### config.mk
export PLATFORM = sky130hd
export DESIGN_NAME = crc_framed_packet_decoder
export DESIGN_NICKNAME = d
export VERILOG_FILES = /design/src/design/cfpd_pkg.sv /design/src/design/cfpd_ctrl.sv /design/src/design/cfpd_datapath.sv /design/src/design/crc_framed_packet_decoder.sv
export VERILOG_INCLUDE_DIRS = /design/src /design/src/design
export SDC_FILE = /design/constraint.sdc
export NUM_CORES = 1
export LEC_CHECK = 0
export BUFFER_PORTS_ARGS = -buffer_cell sky130_fd_sc_hd__clkbuf_2
export CORE_MARGIN = 1.5
export CORE_UTILIZATION = 55
export DETAILED_ROUTE_END_ITERATION = 10
export PLACE_DENSITY = 0.81
export SLEW_MARGIN = 20
export SYNTH_ARGS = -nofsm -noshare
export SYNTH_HDL_FRONTEND = slang
export SYNTH_HIERARCHICAL = 1
export SYNTH_SLANG_ARGS = --single-unit
### constraint.sdc
create_clock -name i_clk -period 3 [get_ports i_clk]
set_input_delay 0.3 -clock i_clk [delete_from_list [all_inputs] [get_ports i_clk]]
set_output_delay 0.3 -clock i_clk [all_outputs]
set_load 0.01 [all_outputs]
### src/design/crc_framed_packet_decoder_defines.svh
// assertion macros shared by the packet decoder modules
// no dependencies; taken in by `include where checks are written
`ifndef CRC_FRAMED_PACKET_DECODER_DEFINES_SVH
`define CRC_FRAMED_PACKET_DECODER_DEFINES_SVH

// same-cycle implication, disabled while reset is low
`define CFPD_CHECK(label, clk, rst_n, ante, cons, msg) \
    label: assert property (@(posedge clk) disable iff (!rst_n) (ante) |-> (cons)) \
        else $error(msg);

// next-cycle implication, disabled while reset is low
`define CFPD_CHECK_NEXT(label, clk, rst_n, ante, cons, msg) \
    label: assert property (@(posedge clk) disable iff (!rst_n) (ante) |=> (cons)) \
        else $error(msg);

`endif

### src/design/cfpd_pkg.sv
// shared types, constants and the crc byte update for the packet decoder
// no dependencies; used by cfpd_ctrl, cfpd_datapath and the top level
`default_nettype none

package cfpd_pkg;

    // result status codes
    localparam logic [1:0] ST_OK      = 2'd0;
    localparam logic [1:0] ST_TRUNC   = 2'd1;
    localparam logic [1:0] ST_INVALID = 2'd2;
    localparam logic [1:0] ST_BADCRC  = 2'd3;

    localparam logic [15:0] CRC_INIT = 16'hFFFF;
    localparam logic [15:0] CRC_POLY = 16'h1021;

    localparam logic [7:0] MAGIC_A = 8'hEC;
    localparam logic [7:0] MAGIC_B = 8'h55;

    // header layout, byte positions in the frame
    localparam logic [6:0] POS_MAGIC_A = 7'd0;
    localparam logic [6:0] POS_MAGIC_B = 7'd1;
    localparam logic [6:0] POS_CHANNEL = 7'd2;
    localparam logic [6:0] POS_DIR     = 7'd3;
    localparam logic [6:0] POS_SEQ0    = 7'd4;
    localparam logic [6:0] POS_SEQ1    = 7'd5;
    localparam logic [6:0] POS_SEQ2    = 7'd6;
    localparam logic [6:0] POS_SEQ3    = 7'd7;
    localparam logic [6:0] POS_LENGTH  = 7'd8;
    localparam logic [6:0] HDR_BYTES   = 7'd9;
    localparam logic [6:0] MIN_FRAME   = 7'd11;
    localparam logic [6:0] COUNT_MAX   = 7'd127;

    localparam int OUT_TDATA_W = 72;

    // controller to datapath
    typedef struct packed {
        logic accept;  // take one input byte
        logic judge;   // latch status after the final byte
        logic read;    // read payload store at current index
        logic load;    // load the output register
        logic clear;   // return frame state to reset values
    } t_dp_cmd;

    // datapath to controller
    typedef struct packed {
        logic single;     // judged frame gives one result only
        logic last_item;  // the result being loaded is the final one
        logic out_free;   // output register can take a result
    } t_dp_stat;

    // crc-16/ccitt-false, one byte, msb first
    function automatic logic [15:0] crc_byte(input logic [15:0] crc_in,
                                             input logic [7:0]  data);
        logic [15:0] c;
        c = crc_in ^ {data, 8'h00};
        for (int k = 0; k < 8; k++) begin
            c = c[15] ? ({c[14:0], 1'b0} ^ CRC_POLY) : {c[14:0], 1'b0};
        end
        return c;
    endfunction

endpackage

`default_nettype wire

### src/design/cfpd_ctrl.sv
// frame sequencer: receive, judge, then step through the result beats
// depends on cfpd_pkg and crc_framed_packet_decoder_defines.svh
`default_nettype none
`include "crc_framed_packet_decoder_defines.svh"

module cfpd_ctrl (
    input  wire logic              i_clk,
    input  wire logic              i_rst_n,
    input  wire logic              i_in_valid,
    input  wire logic              i_in_last,
    output logic                   o_in_ready,
    input  wire cfpd_pkg::t_dp_stat i_stat,
    output cfpd_pkg::t_dp_cmd      o_cmd
);

    localparam logic [1:0] S_RECV  = 2'd0;
    localparam logic [1:0] S_JUDGE = 2'd1;
    localparam logic [1:0] S_READ  = 2'd2;
    localparam logic [1:0] S_LOAD  = 2'd3;

    logic [1:0] r_state;
    logic [1:0] n_state;

    always_comb begin
        n_state    = r_state;
        o_cmd      = '0;
        o_in_ready = 1'b0;
        case (r_state)
            S_RECV: begin
                o_in_ready   = 1'b1;
                o_cmd.accept = i_in_valid;
                if (i_in_valid && i_in_last) begin
                    n_state = S_JUDGE;
                end
            end
            S_JUDGE: begin
                o_cmd.judge = 1'b1;
                n_state     = i_stat.single ? S_LOAD : S_READ;
            end
            S_READ: begin
                o_cmd.read = 1'b1;
                n_state    = S_LOAD;
            end
            S_LOAD: begin
                if (i_stat.out_free) begin
                    o_cmd.load = 1'b1;
                    if (i_stat.last_item) begin
                        o_cmd.clear = 1'b1;
                        n_state     = S_RECV;
                    end else begin
                        n_state = S_READ;
                    end
                end
            end
            default: begin
                n_state = S_RECV;
            end
        endcase
    end

    always_ff @(posedge i_clk) begin
        if (!i_rst_n) begin
            r_state <= S_RECV;
        end else begin
            r_state <= n_state;
        end
    end

    `CFPD_CHECK_NEXT(a_read_then_load, i_clk, i_rst_n, o_cmd.read, r_state == S_LOAD, "read not followed by load")
    `CFPD_CHECK(a_clear_on_load, i_clk, i_rst_n, o_cmd.clear, o_cmd.load && i_stat.last_item, "clear without final load")
    `CFPD_CHECK(a_load_needs_room, i_clk, i_rst_n, o_cmd.load, i_stat.out_free, "load into busy output")

endmodule

`default_nettype wire

### src/design/cfpd_datapath.sv
// frame datapath: crc, header capture, payload store, judge and output register
// depends on cfpd_pkg and crc_framed_packet_decoder_defines.svh
`default_nettype none
`include "crc_framed_packet_decoder_defines.svh"

module cfpd_datapath #(
    parameter int PAYLOAD_MAX = 32
) (
    input  wire logic                  i_clk,
    input  wire logic                  i_rst_n,
    input  wire cfpd_pkg::t_dp_cmd     i_cmd,
    input  wire logic [7:0]            i_rx_byte,
    input  wire logic                  i_out_ready,
    output cfpd_pkg::t_dp_stat         o_stat,
    output logic                       o_out_valid,
    output logic [cfpd_pkg::OUT_TDATA_W-1:0] o_out_data,
    output logic                       o_out_last,
    output logic                       o_out_byte_valid
);

    localparam int AW = (PAYLOAD_MAX > 1) ? $clog2(PAYLOAD_MAX) : 1;

    // frame state
    logic [6:0]  r_count;
    logic [15:0] r_crc;
    logic [15:0] r_tail;
    logic        r_magic_ok;
    logic [7:0]  r_channel;
    logic [7:0]  r_dir;
    logic [31:0] r_seq;
    logic [7:0]  r_len;

    logic [7:0]  r_store [PAYLOAD_MAX];
    logic [7:0]  r_rd_data;

    // judged result and emit index
    logic [1:0]  r_status;
    logic        r_single;
    logic [5:0]  r_idx;

    // output register
    logic        r_o_valid;
    logic [1:0]  r_o_status;
    logic [7:0]  r_o_channel;
    logic [7:0]  r_o_dir;
    logic [31:0] r_o_seq;
    logic [5:0]  r_o_len;
    logic [7:0]  r_o_pbyte;
    logic [4:0]  r_o_pidx;
    logic        r_o_byte_valid;
    logic        r_o_last;

    logic [6:0]  wr_off;
    logic        wr_en;
    logic [15:0] want_crc;
    logic [8:0]  want_count;
    logic [1:0]  judged;
    logic        out_free;
    logic        last_item;

    assign wr_off = r_count - cfpd_pkg::HDR_BYTES;
    assign wr_en  = i_cmd.accept && (r_count >= cfpd_pkg::HDR_BYTES)
                    && (wr_off < 7'(PAYLOAD_MAX));

    // crc travels low byte first
    assign want_crc   = {r_tail[7:0], r_tail[15:8]};
    assign want_count = {2'b00, cfpd_pkg::MIN_FRAME} + {1'b0, r_len};

    always_comb begin
        if (r_count < cfpd_pkg::MIN_FRAME) begin
            judged = cfpd_pkg::ST_TRUNC;
        end else if (!r_magic_ok || (r_len > 8'(PAYLOAD_MAX))) begin
            judged = cfpd_pkg::ST_INVALID;
        end else if ({2'b00, r_count} != want_count) begin
            judged = cfpd_pkg::ST_TRUNC;
        end else if (r_crc != want_crc) begin
            judged = cfpd_pkg::ST_BADCRC;
        end else begin
            judged = cfpd_pkg::ST_OK;
        end
    end

    assign out_free  = !r_o_valid || i_out_ready;
    assign last_item = r_single || (r_idx == (r_len[5:0] - 6'd1));

    assign o_stat.single    = (judged != cfpd_pkg::ST_OK) || (r_len == 8'd0);
    assign o_stat.last_item = last_item;
    assign o_stat.out_free  = out_free;

    // byte intake and frame state
    always_ff @(posedge i_clk) begin
        if (!i_rst_n || i_cmd.clear) begin
            r_count    <= '0;
            r_crc      <= cfpd_pkg::CRC_INIT;
            r_tail     <= '0;
            r_magic_ok <= 1'b1;
            r_channel  <= '0;
            r_dir      <= '0;
            r_seq      <= '0;
            r_len      <= '0;
        end else if (i_cmd.accept) begin
            // the byte two back enters the crc, so the crc bytes never do
            if (r_count >= 7'd2) begin
                r_crc <= cfpd_pkg::crc_byte(r_crc, r_tail[15:8]);
            end
            r_tail <= {r_tail[7:0], i_rx_byte};
            case (r_count)
                cfpd_pkg::POS_MAGIC_A: begin
                    if (i_rx_byte != cfpd_pkg::MAGIC_A) r_magic_ok <= 1'b0;
                end
                cfpd_pkg::POS_MAGIC_B: begin
                    if (i_rx_byte != cfpd_pkg::MAGIC_B) r_magic_ok <= 1'b0;
                end
                cfpd_pkg::POS_CHANNEL: r_channel     <= i_rx_byte;
                cfpd_pkg::POS_DIR:     r_dir         <= i_rx_byte;
                cfpd_pkg::POS_SEQ0:    r_seq[7:0]    <= i_rx_byte;
                cfpd_pkg::POS_SEQ1:    r_seq[15:8]   <= i_rx_byte;
                cfpd_pkg::POS_SEQ2:    r_seq[23:16]  <= i_rx_byte;
                cfpd_pkg::POS_SEQ3:    r_seq[31:24]  <= i_rx_byte;
                cfpd_pkg::POS_LENGTH:  r_len         <= i_rx_byte;
                default: begin
                end
            endcase
            if (r_count != cfpd_pkg::COUNT_MAX) begin
                r_count <= r_count + 7'd1;
            end
        end
    end

    // payload store
    always_ff @(posedge i_clk) begin
        if (wr_en) begin
            r_store[wr_off[AW-1:0]] <= i_rx_byte;
        end
        if (i_cmd.read) begin
            r_rd_data <= r_store[r_idx[AW-1:0]];
        end
    end

    // judged status and emit index
    always_ff @(posedge i_clk) begin
        if (!i_rst_n) begin
            r_status <= cfpd_pkg::ST_OK;
            r_single <= 1'b0;
            r_idx    <= '0;
        end else if (i_cmd.judge) begin
            r_status <= judged;
            r_single <= (judged != cfpd_pkg::ST_OK) || (r_len == 8'd0);
            r_idx    <= '0;
        end else if (i_cmd.load) begin
            r_idx <= r_idx + 6'd1;
        end
    end

    // output register
    always_ff @(posedge i_clk) begin
        if (!i_rst_n) begin
            r_o_valid <= 1'b0;
        end else if (i_cmd.load) begin
            r_o_valid <= 1'b1;
        end else if (i_out_ready) begin
            r_o_valid <= 1'b0;
        end
    end

    always_ff @(posedge i_clk) begin
        if (i_cmd.load) begin
            r_o_status <= r_status;
            r_o_last   <= last_item;
            if (r_status != cfpd_pkg::ST_OK) begin
                r_o_channel    <= '0;
                r_o_dir        <= '0;
                r_o_seq        <= '0;
                r_o_len        <= '0;
                r_o_pbyte      <= '0;
                r_o_pidx       <= '0;
                r_o_byte_valid <= 1'b0;
            end else if (r_single) begin
                r_o_channel    <= r_channel;
                r_o_dir        <= r_dir;
                r_o_seq        <= r_seq;
                r_o_len        <= '0;
                r_o_pbyte      <= '0;
                r_o_pidx       <= '0;
                r_o_byte_valid <= 1'b0;
            end else begin
                r_o_channel    <= r_channel;
                r_o_dir        <= r_dir;
                r_o_seq        <= r_seq;
                r_o_len        <= r_len[5:0];
                r_o_pbyte      <= r_rd_data;
                r_o_pidx       <= r_idx[4:0];
                r_o_byte_valid <= 1'b1;
            end
        end
    end

    assign o_out_valid      = r_o_valid;
    assign o_out_last       = r_o_last;
    assign o_out_byte_valid = r_o_byte_valid;
    assign o_out_data       = {3'b000, r_o_pidx, r_o_pbyte, r_o_len, r_o_seq,
                               r_o_dir, r_o_channel, r_o_status};

    `CFPD_CHECK(a_byte_only_ok, i_clk, i_rst_n, r_o_valid && r_o_byte_valid, r_o_status == cfpd_pkg::ST_OK, "payload beat with error status")
    `CFPD_CHECK(a_error_single, i_clk, i_rst_n, r_o_valid && (r_o_status != cfpd_pkg::ST_OK), r_o_last && (r_o_seq == 32'd0), "error beat not a lone final beat")
    `CFPD_CHECK_NEXT(a_count_grows, i_clk, i_rst_n, i_cmd.accept && !i_cmd.clear, r_count >= $past(r_count), "byte count went backward")

endmodule

`default_nettype wire

### src/design/crc_framed_packet_decoder.sv
// top level of the crc framed packet decoder
// depends on cfpd_pkg, cfpd_ctrl and cfpd_datapath
//
// usage:
//   s_axis carries the received buffer one byte per beat; tlast marks the
//   final byte. bytes are taken at one per cycle while a buffer is coming in.
//   after the final byte the block judges the frame, then emits results on
//   m_axis: one per payload byte for a good frame, else a single beat (empty
//   payload, or error status with other fields zero). each payload beat
//   takes a payload store read, then an output register load; a single-beat
//   result goes from the judge straight to the output register load.
//   s_axis_tready is low from the final byte until the last result of that
//   buffer sits in the output register; the next buffer may then start while
//   that beat still waits. m_axis_tlast is set on the final result.
//   a stall on m_axis holds the output register and pauses the sequencer.
//   reset (synchronous, active low) empties the output register and returns
//   the frame state to its start; the payload store is not cleared.
`default_nettype none

module crc_framed_packet_decoder #(
    parameter int PAYLOAD_MAX = 32
) (
    input  wire logic        i_clk,
    input  wire logic        i_rst_n,
    input  wire logic        s_axis_tvalid,
    output logic             s_axis_tready,
    input  wire logic [7:0]  s_axis_tdata,  // rx_byte
    input  wire logic        s_axis_tlast,  // end_of_buffer
    output logic             m_axis_tvalid,
    input  wire logic        m_axis_tready,
    // status[1:0] channel[9:2] direction[17:10] sequence_res[49:18]
    // payload_length[55:50] payload_byte[63:56] payload_index[68:64] zero[71:69]
    output logic [cfpd_pkg::OUT_TDATA_W-1:0] m_axis_tdata,
    output logic             m_axis_tuser,  // byte_valid
    output logic             m_axis_tlast   // last
);

    cfpd_pkg::t_dp_cmd  cmd;
    cfpd_pkg::t_dp_stat stat;

    cfpd_ctrl u_ctrl (
        .i_clk      (i_clk),
        .i_rst_n    (i_rst_n),
        .i_in_valid (s_axis_tvalid),
        .i_in_last  (s_axis_tlast),
        .o_in_ready (s_axis_tready),
        .i_stat     (stat),
        .o_cmd      (cmd)
    );

    cfpd_datapath #(
        .PAYLOAD_MAX (PAYLOAD_MAX)
    ) u_datapath (
        .i_clk            (i_clk),
        .i_rst_n          (i_rst_n),
        .i_cmd            (cmd),
        .i_rx_byte        (s_axis_tdata),
        .i_out_ready      (m_axis_tready),
        .o_stat           (stat),
        .o_out_valid      (m_axis_tvalid),
        .o_out_data       (m_axis_tdata),
        .o_out_last       (m_axis_tlast),
        .o_out_byte_valid (m_axis_tuser)
    );

endmodule

`default_nettype wire

---- After elaboration in Yosys (flattened, before gate mapping) ----
Memory sizes are Yosys's and may differ from the RTL's. A register that Yosys moved wholly into a read port is not among the register bits.
Index checks and enable logic that the tools add are counted.
storage, ports and cells
  bits in registers ....................... 179
  bits in writable memories ............... 256
  memories kept ........................... 1
memories
  name                words  width  read ports  clocked after memory_dff  write ports  line                 RTL
  u_datapath.r_store  32     8      1           1                         1            cfpd_datapath.sv:33  logic [7:0] r_store [PAYLOAD_MAX];
operators by class
  add/subtract/negate cells ............... 5
  order comparisons ....................... 5
  equal/unequal tests ..................... 21
  muxes and demuxes ....................... 32
  bitwise operators ....................... 10
  reduce and logical (&&, ||, !) cells .... 31
operator list
  cell                                                                              number
  13-bit 2-to-1 mux                                                                 8
  7-bit by 3-bit equality test with 1-bit output (second input constant)            4
  3-bit NOT                                                                         8
  2-bit AND reduction                                                               10
  2-bit 2-to-1 mux                                                                  9
  16-bit inequality test                                                            1
  16-bit bitwise XOR                                                                1
  7-bit by 2-bit equality test with 1-bit output (second input constant)            2
  1-bit 2-to-1 mux                                                                  13
  4-bit by 8-bit adder with 9-bit output (first input constant)                     1
  7-bit by 9-bit inequality test with 1-bit output                                  1
  8-bit by 6-bit greater-than comparator with 1-bit output (second input constant)  1
  8-bit zero test                                                                   1
  2-bit by 1-bit inequality test with 1-bit output (second input constant)          4
  8-bit by 7-bit inequality test with 1-bit output (second input constant)          1
  8-bit inequality test (second input constant)                                     1
  2-bit case mux with 4 select lines                                                1
  2-bit nonzero test                                                                4
  7-bit by 1-bit adder with 7-bit output (second input constant)                    1
  7-bit by 1-bit equality test with 1-bit output (second input constant)            1
  7-bit by 4-bit equality test with 1-bit output (second input constant)            1
  7-bit by 2-bit >= comparator with 1-bit output (second input constant)            1
  7-bit by 4-bit >= comparator with 1-bit output (second input constant)            1
  7-bit zero test                                                                   1
  17 further kinds                                                                  27

---- Depth between registers and ports, before layout ----
Gate-level depths: netlist (run 1).
  depth in word-level cells ............... 17
  depth in mapped cells ................... 16

---- Hierarchy ----
The synthesis (run 1) kept the hierarchy.
modules (own cells, without submodules)
  module         instances  cells each  area each (um^2)  sequential area each (um^2)
  cfpd_datapath  1          1190        17953.5           12181.7
  cfpd_ctrl      1          14          116.4             40.0

---- Worst setup path before layout (run 1) ----
Ideal clock, no wire load.
  kind .................................... register to register
  start ................................... reg u_datapath.r_count[0]
  end ..................................... mem u_datapath.r_store[13][0] (enable)
  library setup time ...................... 370 ps
  arrival ................................. 2533 ps
  required time ........................... 2630 ps
  setup slack ............................. 97 ps
  stages on the path, launching flop included .. 11
  path buffers ............................ 2
  clock period less this slack ............ 2903 ps
  cell sequence ........................... dfxtp_1 > clkbuf_1 > inv_1 > ha_1 > clkbuf_1 > nand2b_1 > a211oi_1 > o21ai_0 > nor3_1 > nand2_1 > nor2_1
on the way
  cells in the longest elaborated chain, start to end .. 5
  elaborated cells on any way between the ends .. 7
ends and longest elaborated chain
  element                                          line                  RTL
  from (decl)                                      cfpd_datapath.sv:24   logic [6:0] r_count;
  from (signal assigned)                           cfpd_datapath.sv:125  r_count <= r_count + 7'd1;
  7-bit by 4-bit subtractor with 7-bit output (*)  cfpd_datapath.sv:61   assign wr_off = r_count - cfpd_pkg::HDR_BYTES;
  via u_datapath.wr_off[0]                         cfpd_datapath.sv:53   logic [6:0] wr_off;
  7-bit by 6-bit < comparator with 1-bit output    cfpd_datapath.sv:63   && (wr_off < 7'(PAYLOAD_MAX));
  1-bit logical AND                                cfpd_datapath.sv:63
  1-bit 2-to-1 mux                                 cfpd_datapath.sv:132  if (wr_en) begin
  1-bit 2-to-1 mux (implied by the code)           cfpd_datapath.sv:133  r_store[wr_off[AW-1:0]] <= i_rx_byte;
  to (decl)                                        cfpd_datapath.sv:33
The timed path passes the listed nets; every way through them passes the cells marked *.

---- Worst setup path in the final report (run 1) ----
  start ................................... reg u_datapath.r_count[0]
  end ..................................... mem u_datapath.r_store[16][2] (enable)
The elaborated chain is that of the path after synthesis.

==> results of run 1 <==
## logic make-up (layout without fill, tap and decap cells)
logic type	after synthesis	count (layout)	synth area share, %
and+or+nand+nor	362	362	9.92
xor gates and xnor gates	67	67	3.25
buffers and inverters	94	239	2.39
other	1	3	0.0208
adders and majority gates	10	10	0.692
AOI/OAI and AO/OA	108	108	3.59
muxes	119	119	12.5
DFF	443	443	67.6
## final timing paths
path,startpoint,end,slack [ps],depth (start not counted)
worst max-delay path,u_datapath/r_count[0],u_datapath/r_store[16][2],280,10
worst min-delay path,i_rst_n,u_datapath/r_status[1],130,3
worst max register to register,u_datapath/r_count[0],u_datapath/r_store[16][2],280,10
worst min register to register,u_datapath/r_seq[13],u_datapath/r_seq[13],450,2
## synth_stat cells (10+ instances only)
| cell type | number | share of area (%) |
|---|---|---|
| nand3_1 | 53 | 1.5 |
| mux2i_1 | 29 | 1.6 |
| mux4_2 | 65 | 8.1 |
| a21oi_1 | 58 | 1.6 |
| mux2_2 | 10 | 0.62 |
| nor3_1 | 12 | 0.33 |
| xor2_1 | 20 | 0.97 |
| nor2_1 | 79 | 1.6 |
| xnor2_1 | 47 | 2.3 |
| dfxtp_1 | 108 | 12 |
| and2_1 | 68 | 2.4 |
| clkbuf_1 | 63 | 1.3 |
| nand2_1 | 96 | 2.0 |
| inv_1 | 11 | 0.23 |
| o211ai_1 | 16 | 0.66 |
| edfxtp_1 | 335 | 56 |
| mux4_1 | 15 | 2.2 |
| nand2b_1 | 10 | 0.35 |
| o21ai_0 | 13 | 0.36 |
| ha_1 | 10 | 0.69 |
## power breakdown
part / leakage [nW] / internal, mW / switching (mW)
Combinational: 2.38 / 0.253 / 0.461
Sequential: 3.92 / 6.66 / 0.0529
Clock: 0.635 / 2.89 / 2.19
## worst max-delay path, stage by stage, from the launching register on
cell and delay, ps:
dfxtp_1 310, inv_1 140, ha_1 390, nand2b_1 120
a211oi_1 250, o21ai_0 110, nor3_1 210, buf_4 180
nand2_1 290, nor2_1 200, buf_4 220
## metrics by stage
stage,setup slack [ps],cells,util (%),power [mW],instance area (um^2)
after detailed placement,331,1715,59.3,7.55,19200
after CTS,277,1793,63.3,12.6,20600
final,277,1793,63.3,12.5,20600
after global placement,437,1715,59.3,7.53,19200
after global routing,33.2,1793,63.3,12.9,20600
after floorplan,97.2,1206,-,7.30,18100
## flip-flops by register name, indices dropped and copies added (netlist names), 5 cells and up
name,flops
u_datapath/r_o_dir,8
u_datapath/r_o_pbyte,8
u_datapath/r_o_channel,8
u_datapath/r_rd_data,8
u_datapath/r_len,8
u_datapath/r_crc,16
u_datapath/r_tail,16
u_datapath/r_count,7
u_datapath/r_o_pidx,5
u_datapath/r_dir,8
u_datapath/r_o_len,6
u_datapath/r_seq,32
u_datapath/r_channel,8
u_datapath/r_idx,6
u_datapath/r_o_seq,32
u_datapath/r_store,256
## routing by layer
layer  vias up  routed length, um
li1       4701                  -
met1      5196              15300
met2       466              18100
met3        75               3150
met4         0               1120
met5         -                  0
## area by class of cell
cell class | count | area, um^2
Tap cell | 442 | 553
Fill cell | 2176 | 11900
Multi-Input combinational cell | 669 | 5440
Inverter | 11 | 41.3
Clock buffer | 60 | 1160
Sequential cell | 443 | 12200
Clock inverter | 18 | 163
Timing Repair Buffer | 150 | 976
==> results.ini, run 1 <==
[pwr]
powerDensity_nw_per_um2 = 608
power.leakage_nw = 6.94
peakVddDrop_v = 0.000413

[place]
io_buffer_count = 85
place_congestion = 0.832
hpwl_um = 23200

[sta]
worst_pin_slew_ps = 1020
setup_viol = 0
slew-limit-headroom_pct = 32.2
holdWs_ps = 133
min_period_ps = 2720
hold_viol_final = 0
finalClockSkew_ps = 20.8
rsz0062_at_grt = no
fin_crit_sh_pct = 90.8
timing.fmax_mhz = 367
fin_setup_tns_ps = 0
slew_violations = 0

[clock_network]
clk_pin_slew_ps = 60
cts_tree = done
cts_setup_buffers = 0
cts.sinks = 443
cts_resized = 0
root_buffer = clkbuf_16
cts_htree_levels = 2
clockBufferDepth = 3
cts_hold_buf = 0
clock_latency_ps = 550
cts_buffers = 42

[finish]
mostFrequentLayoutCells = 335 x edfxtp_1, 106 x dfxtp_1, 96 x nand2_1
nets = 1340
diodes = 0
drive_above_1_share_pct = 22.0
area_growth_pct = 13.8
layout_commonest_cell = edfxtp_1

[critical_path]
crit_type = reg2reg
critical_path_peak_fanout = 9
startpoint_type = flop
critPathRequiredTime_ps = 3240
end_kind = flop
crit_arrival_ps = 2970

[detailed_routing]
firstDrtPassIters = 6
num_vias = 10400
drc_errors = 0
routed_wl_um = 37700
wl_per_cell_um = 21.0
drt-initial-drc-count = 1156
ant_nets = 0
viasPerCell = 5.82

[synthesis]
async_flop_share_pct = 0
ys_ff_latch = 443
synth_edf_count = 335
seq_area_frac_synth_pct = 67.6
syn_inst = 1204
netlist_area_um2 = 18100
ys_types = 60
avgSynthCellArea_um2 = 15.0
synthFlopType = edfxtp_1
yosys_warnings = 6

[grt]
globalRouteMet3Util_pct = 4.58
met2_usage_pct = 36.9
global_route.peak_usage_layer = met2
grt_antenna_before_repair = 1
grt_overflow = 0
grt_max_degree = 80
grt_pass1_wl_um = 57900
use_met1_pct = 30.4
grt_usage_pct = 22.6
grt_pass1_vias = 10300

[floorplanning]
initial_utilization_pct = 55.7
fp-row-count = 66
die_h_um = 184
die_w_um = 184
ios = 89
coreArea_um2 = 32500
dieArea_um2 = 33900

[flow_run]
max_cap_violations = 0

[status]
outcome = complete, no violations

[worst_hold_path]
hold_path.class = in2reg

Note: power is estimated with default switching activity, not from simulation.
==> inputs of run 2 (changes only) <==
--- a/config.mk
+++ b/config.mk
@@ -7,6 +7,7 @@
 export NUM_CORES = 1
 export LEC_CHECK = 0
 export BUFFER_PORTS_ARGS = -buffer_cell sky130_fd_sc_hd__clkbuf_2
+export CORE_ASPECT_RATIO = 0.7
 export CORE_MARGIN = 1.5
 export CORE_UTILIZATION = 55
 export DETAILED_ROUTE_END_ITERATION = 10
==> run 2 against run 1 <==
  * Non-clock buffer count rose by 9
  * Sequential share of layout area fell by 0.24 points
  * Global-route usage rose by 1.4 points
  * Wire length rose by 6.5%
  * Clock-buffer cell count fell by 8
  * Cell count fell by 0.22%
  * Critical path type unchanged
  * Highest routed layer unchanged
==> results.ini, run 2 (same netlist as run 1, synthesis figures left out) <==
[place]
place_congestion = 0.898
io_buffer_count = 85
hpwl_um = 25500
placed_area_um2 = 19300

[critical_path]
path_depth = 8
crit_arrival_ps = 3100
crit_type = reg2reg
crit_buf_inv = 1
cp_common_cell = nand2_1
worst_r2r_path_depth = 8
cpPeakStageDelay_ps = 570
startpoint_type = flop
critical_path_peak_fanout = 20
path_cells = nor2_1 -> and2_1 -> buf_4 -> nand2_1 -> nor3_2 -> nand2_1 -> nand2_1 -> a21oi_1
critPathRequiredTime_ps = 3420
crit_path_top_delay_cell = nor3_2
cp_top_family = simple AND/OR/NAND/NOR gates
end_kind = flop

[floorplanning]
ios = 89
dieArea_um2 = 34000
initial_utilization_pct = 55.9
die_h_um = 155
die_w_um = 220
coreArea_um2 = 32300
fp-row-count = 55

[detailed_routing]
num_vias = 10600
viasPerCell = 5.91
wl_per_cell_um = 22.4
drc_errors = 0
firstDrtPassIters = 6
drt-initial-drc-count = 1289
ant_nets = 0
routed_wl_um = 40100

[finish]
largest_reg_flops = 256
area_growth_pct = 14.2
final_cell_area_um2 = 20600
mostFrequentLayoutCells = 335 x edfxtp_1, 106 x dfxtp_1, 96 x nand2_1
layout_commonest_cell = edfxtp_1
nets = 1349
drive_above_1_share_pct = 23.3

[grt]
globalRouteMet3Util_pct = 6.67
grt_antenna_before_repair = 3
grt_overflow = 0
grt_pass1_vias = 10300
grt_pass1_wl_um = 60600
use_met1_pct = 34.6
global_route.peak_usage_layer = met2
met2_usage_pct = 36.1
grt_max_degree = 63
grt_usage_pct = 24.1

[clock_network]
cts_tree = done
clock_latency_ps = 570
root_buffer = clkbuf_16
clk_pin_slew_ps = 60
cts_buffers = 42
cts.sinks = 443
clockBufferDepth = 3
cts_setup_buffers = 0
cts_htree_levels = 2

[sta]
slew-limit-headroom_pct = 31.1
timing.fmax_mhz = 373
hold_viol_final = 0
fin_crit_sh_pct = 89.5
rsz0062_at_grt = no
finalClockSkew_ps = 34.0
setup_viol = 0
fin_setup_tns_ps = 0
worst_pin_slew_ps = 1030
slew_violations = 0
min_period_ps = 2680

[pwr]
power.leakage_nw = 7.03
peakVddDrop_v = 0.000372
powerDensity_nw_per_um2 = 611

[worst_hold_path]
min_path_cells = 3
hold_path.class = in2reg

[status]
outcome = complete, no violations

[flow_run]
max_cap_violations = 0

[run 2: changes by cell type in the layout (fill, tap and decap cells not counted), sizes merged]
| cell | previous run | this run |
|---|---|---|
| clkinvlp | 3 | 1 |
| clkbuf | 144 | 137 |
| diode | 0 | 2 |
| clkinv | 10 | 20 |
| buf | 66 | 74 |
[run 2: worst paths after layout]
check,startpoint,endpoint,slack (ps)
setup / recovery,u_ctrl/r_state[0],u_datapath/r_dir[1],320
hold reg to reg,u_datapath/r_channel[0],u_datapath/r_channel[0],450
hold / removal,i_rst_n,u_ctrl/r_state[0],130
setup reg to reg,u_ctrl/r_state[0],u_datapath/r_dir[1],320
[run 2: metrics by stage]
stage	worst slack (ps)	std cells	total power [mW]	util [%]	hold WS [ps]
6_report	316	1789	12.6	63.8	132
5_1_grt	119	1787	13.0	63.8	124
4_1_cts	251	1787	12.7	63.8	84.7
3_5_place_dp	302	1709	7.57	59.6	442
3_3_place_gp	398	1709	7.54	59.6	440
2_1_floorplan	97.2	1206	7.30	-	399
[run 2: power by group]
group          internal [mW]  switching [mW]  total (mW)
combinational          0.260           0.478       0.737
clock                   2.88            2.27        5.15
sequential              6.66          0.0571        6.71
[run 2: layout make-up]
type                    count  area (um^2)
inverters                  11         41.3
clock buffers              52         1130
flip-flops and latches    443        12200
clock inverters            26          218
multi-input cells         669         5460
well taps                 427          534
repair buffers            159         1030
diodes                      2         5.00
fillers                  2200        11700
[run 2: layer usage]
metal	vias up	part of all wire, %
li1	4735	-
met1	5252	42
met2	525	45
met3	67	11
met4	0	2.3
met5	-	0
[run 2: timing repair]
| item | in CTS | in global routing |
|---|---|---|
| hold buffers | 0 | 0 |
| endpoints found under the setup margin | 0 | 2 |
| resized for setup | 0 | 1 |
[run 2: worst min-delay path, cell delays in order]
cell and delay [ps]:
clkbuf_2 180, inv_1 110, a311oi_1 50
==> inputs of run 3 (changes only) <==
--- a/config.mk
+++ b/config.mk
@@ -7,9 +7,11 @@
 export NUM_CORES = 1
 export LEC_CHECK = 0
 export BUFFER_PORTS_ARGS = -buffer_cell sky130_fd_sc_hd__clkbuf_2
+export CELL_PAD_IN_SITES_DETAIL_PLACEMENT = 1
+export CELL_PAD_IN_SITES_GLOBAL_PLACEMENT = 1
 export CORE_ASPECT_RATIO = 0.7
 export CORE_MARGIN = 1.5
-export CORE_UTILIZATION = 55
+export CORE_UTILIZATION = 47
 export DETAILED_ROUTE_END_ITERATION = 10
 export PLACE_DENSITY = 0.81
 export SLEW_MARGIN = 20
==> run 3 against run 2 <==
  * Setup slack got worse by 95 ps
  * Sequential share of layout area is 0.13 points lower
  * Non-clock buffer count up 2
  * Clock-buffer cell count up 7
  * Via count is 1.1% higher
  * Flip-flop and latch count unchanged
  * Global-route usage decreased by 0.36 points
  * Largest cell class unchanged
  * Highest routed layer unchanged
==> results.ini, run 3 (same netlist as run 1, synthesis figures left out) <==
[critical_path]
crit_path_top_delay_cell = dfxtp_1
rr_endpoint = u_datapath/r_store[21][1]
crit_arrival_ps = 3030
critPathRequiredTime_ps = 3250
cp_common_cell = buf_4
r2r_start = u_datapath/r_count[0]
path_cells = inv_1 -> ha_1 -> buf_4 -> o21ai_0 -> a21oi_1 -> nor3_1 -> buf_4 -> nand2_1 -> nor2_1 -> buf_4
worst_r2r_path_depth = 10
cp_top_family = simple AND/OR/NAND/NOR gates
crit_buf_inv = 4
critical_path_peak_fanout = 8
end_kind = flop
crit_type = reg2reg
cpPeakStageDelay_ps = 350
rrSetupSlack_ps = 220
startpoint_type = flop

[clock_network]
cts_resized = 0
cts.sinks = 443
cts_setup_buffers = 0
cts_tree = done
root_buffer = clkbuf_16
cts_hold_buf = 0
clock_latency_ps = 560
clk_pin_slew_ps = 60
cts_htree_levels = 2
clockBufferDepth = 3
cts_buffers = 42

[sta]
fin_ws_ps = 220
fin_setup_tns_ps = 0
holdWs_ps = 109
slew_violations = 0
hold_viol_final = 0
finalClockSkew_ps = 25.6
worst_pin_slew_ps = 871
min_period_ps = 2780
fin_crit_sh_pct = 92.7
timing.fmax_mhz = 360
slew-limit-headroom_pct = 41.8
rsz0062_at_grt = no
setup_viol = 0

[place]
place_congestion = 0.870
dpl.cell_count = 1772
pre_cts_slack_ps = 245
io_buffer_count = 85
placed_area_um2 = 19400
hpwl_um = 30700

[detailed_routing]
wl_per_cell_um = 25.0
drc_errors = 0
num_vias = 10700
routed_wl_um = 46300
drt-initial-drc-count = 1028
ant_nets = 0
viasPerCell = 5.78
firstDrtPassIters = 5

[floorplanning]
coreArea_um2 = 37500
die_w_um = 237
initial_utilization_pct = 48.2
ios = 89
die_h_um = 167
dieArea_um2 = 39700
fp-row-count = 59

[worst_hold_path]
holdPathEnd = u_datapath/o_out_valid
holdCritStartpoint = i_rst_n
min_path_cells = 2
hold_path.class = in2reg

[finish]
final_cell_area_um2 = 20700
postLayoutCoreUtil_pct = 55.2
layout.cells.non_filler = 1850
layout_commonest_cell = edfxtp_1
mostFrequentLayoutCells = 335 x edfxtp_1, 106 x dfxtp_1, 96 x nand2_1
area_growth_pct = 14.5
drive_above_1_share_pct = 22.9
nets = 1351
largest_reg_flops = 256
fillers = 3600

[flow_run]
max_cap_violations = 0

[pwr]
p_int_mw = 9.82
powerDensity_nw_per_um2 = 612
netSwitchingPower_mw = 2.85
peakVddDrop_v = 0.000678
power.leakage_nw = 6.99
p_sw_share_pct = 22.5
p_comb_share_pct = 6.0
finalPower_mw = 12.7
pwr-share-clk_pct = 40.9
pwr-share-seq_pct = 53.0

[grt]
grt_antenna_before_repair = 2
grt_overflow = 0
grt_pass1_wl_um = 70400
grt_max_degree = 70
grt_pass1_vias = 11100
grt_usage_pct = 23.7

[status]
outcome = complete, no violations

==> run 3: cell types whose count changed in the layout (fill, tap and decap cells not counted), sizes merged <==
| cell | delta |
|---|---|
| inv | -2 |
| clkinv | -8 |
| diode | -1 |
| clkinvlp | +2 |
| buf | +2 |
| clkbuf | +7 |
==> run 3: how the worst max path moves through the flow <==
stage | end | from | depth (start not counted)
after floorplan | u_datapath/r_store[13][0] | u_datapath/r_count[0] | 10
after global placement | u_datapath/r_count[1] | u_datapath/r_len[0] | 12
after detailed placement | u_datapath/r_tail[7] | u_datapath/r_len[0] | 12
after CTS | u_datapath/r_tail[7] | u_datapath/r_len[0] | 12
after global routing | u_datapath/r_tail[7] | u_datapath/r_len[0] | 12
final | u_datapath/r_store[21][1] | u_datapath/r_count[0] | 10
==> run 3: layout make-up <==
type / count / area [um^2] / area share [%]
inverter: 11 / 41.3 / 0.200
tap: 488 / 611 / 2.95
clock buffer: 59 / 1170 / 5.64
timing repair buffer: 161 / 1040 / 5.01
antenna: 1 / 2.50 / 0.0121
clock inverter: 18 / 149 / 0.720
multi-input combinational: 669 / 5460 / 26.4
sequential: 443 / 12200 / 59.1
==> run 3: per-layer routing <==
layer / GRT usage [%] / vias to the layer above / routed length (um)
met1: 34.7 / 5521 / 20600
met2: 36.5 / 384 / 21300
met4: 6.20 / 0 / 867
met3: 4.72 / 57 / 3540
li1: - / 4729 / -
met5: 0 / - / 0
==> run 3: power groups by stage <==
stage | Clock [mW] | Combinational [mW] | Sequential [mW]
floorplan | 0 | 0.451 | 6.85
global placement | 0 | 0.719 | 6.85
detailed placement | 0 | 0.753 | 6.85
CTS | 5.27 | 0.759 | 6.72
global route | 5.48 | 0.821 | 6.72
finish | 5.19 | 0.764 | 6.72
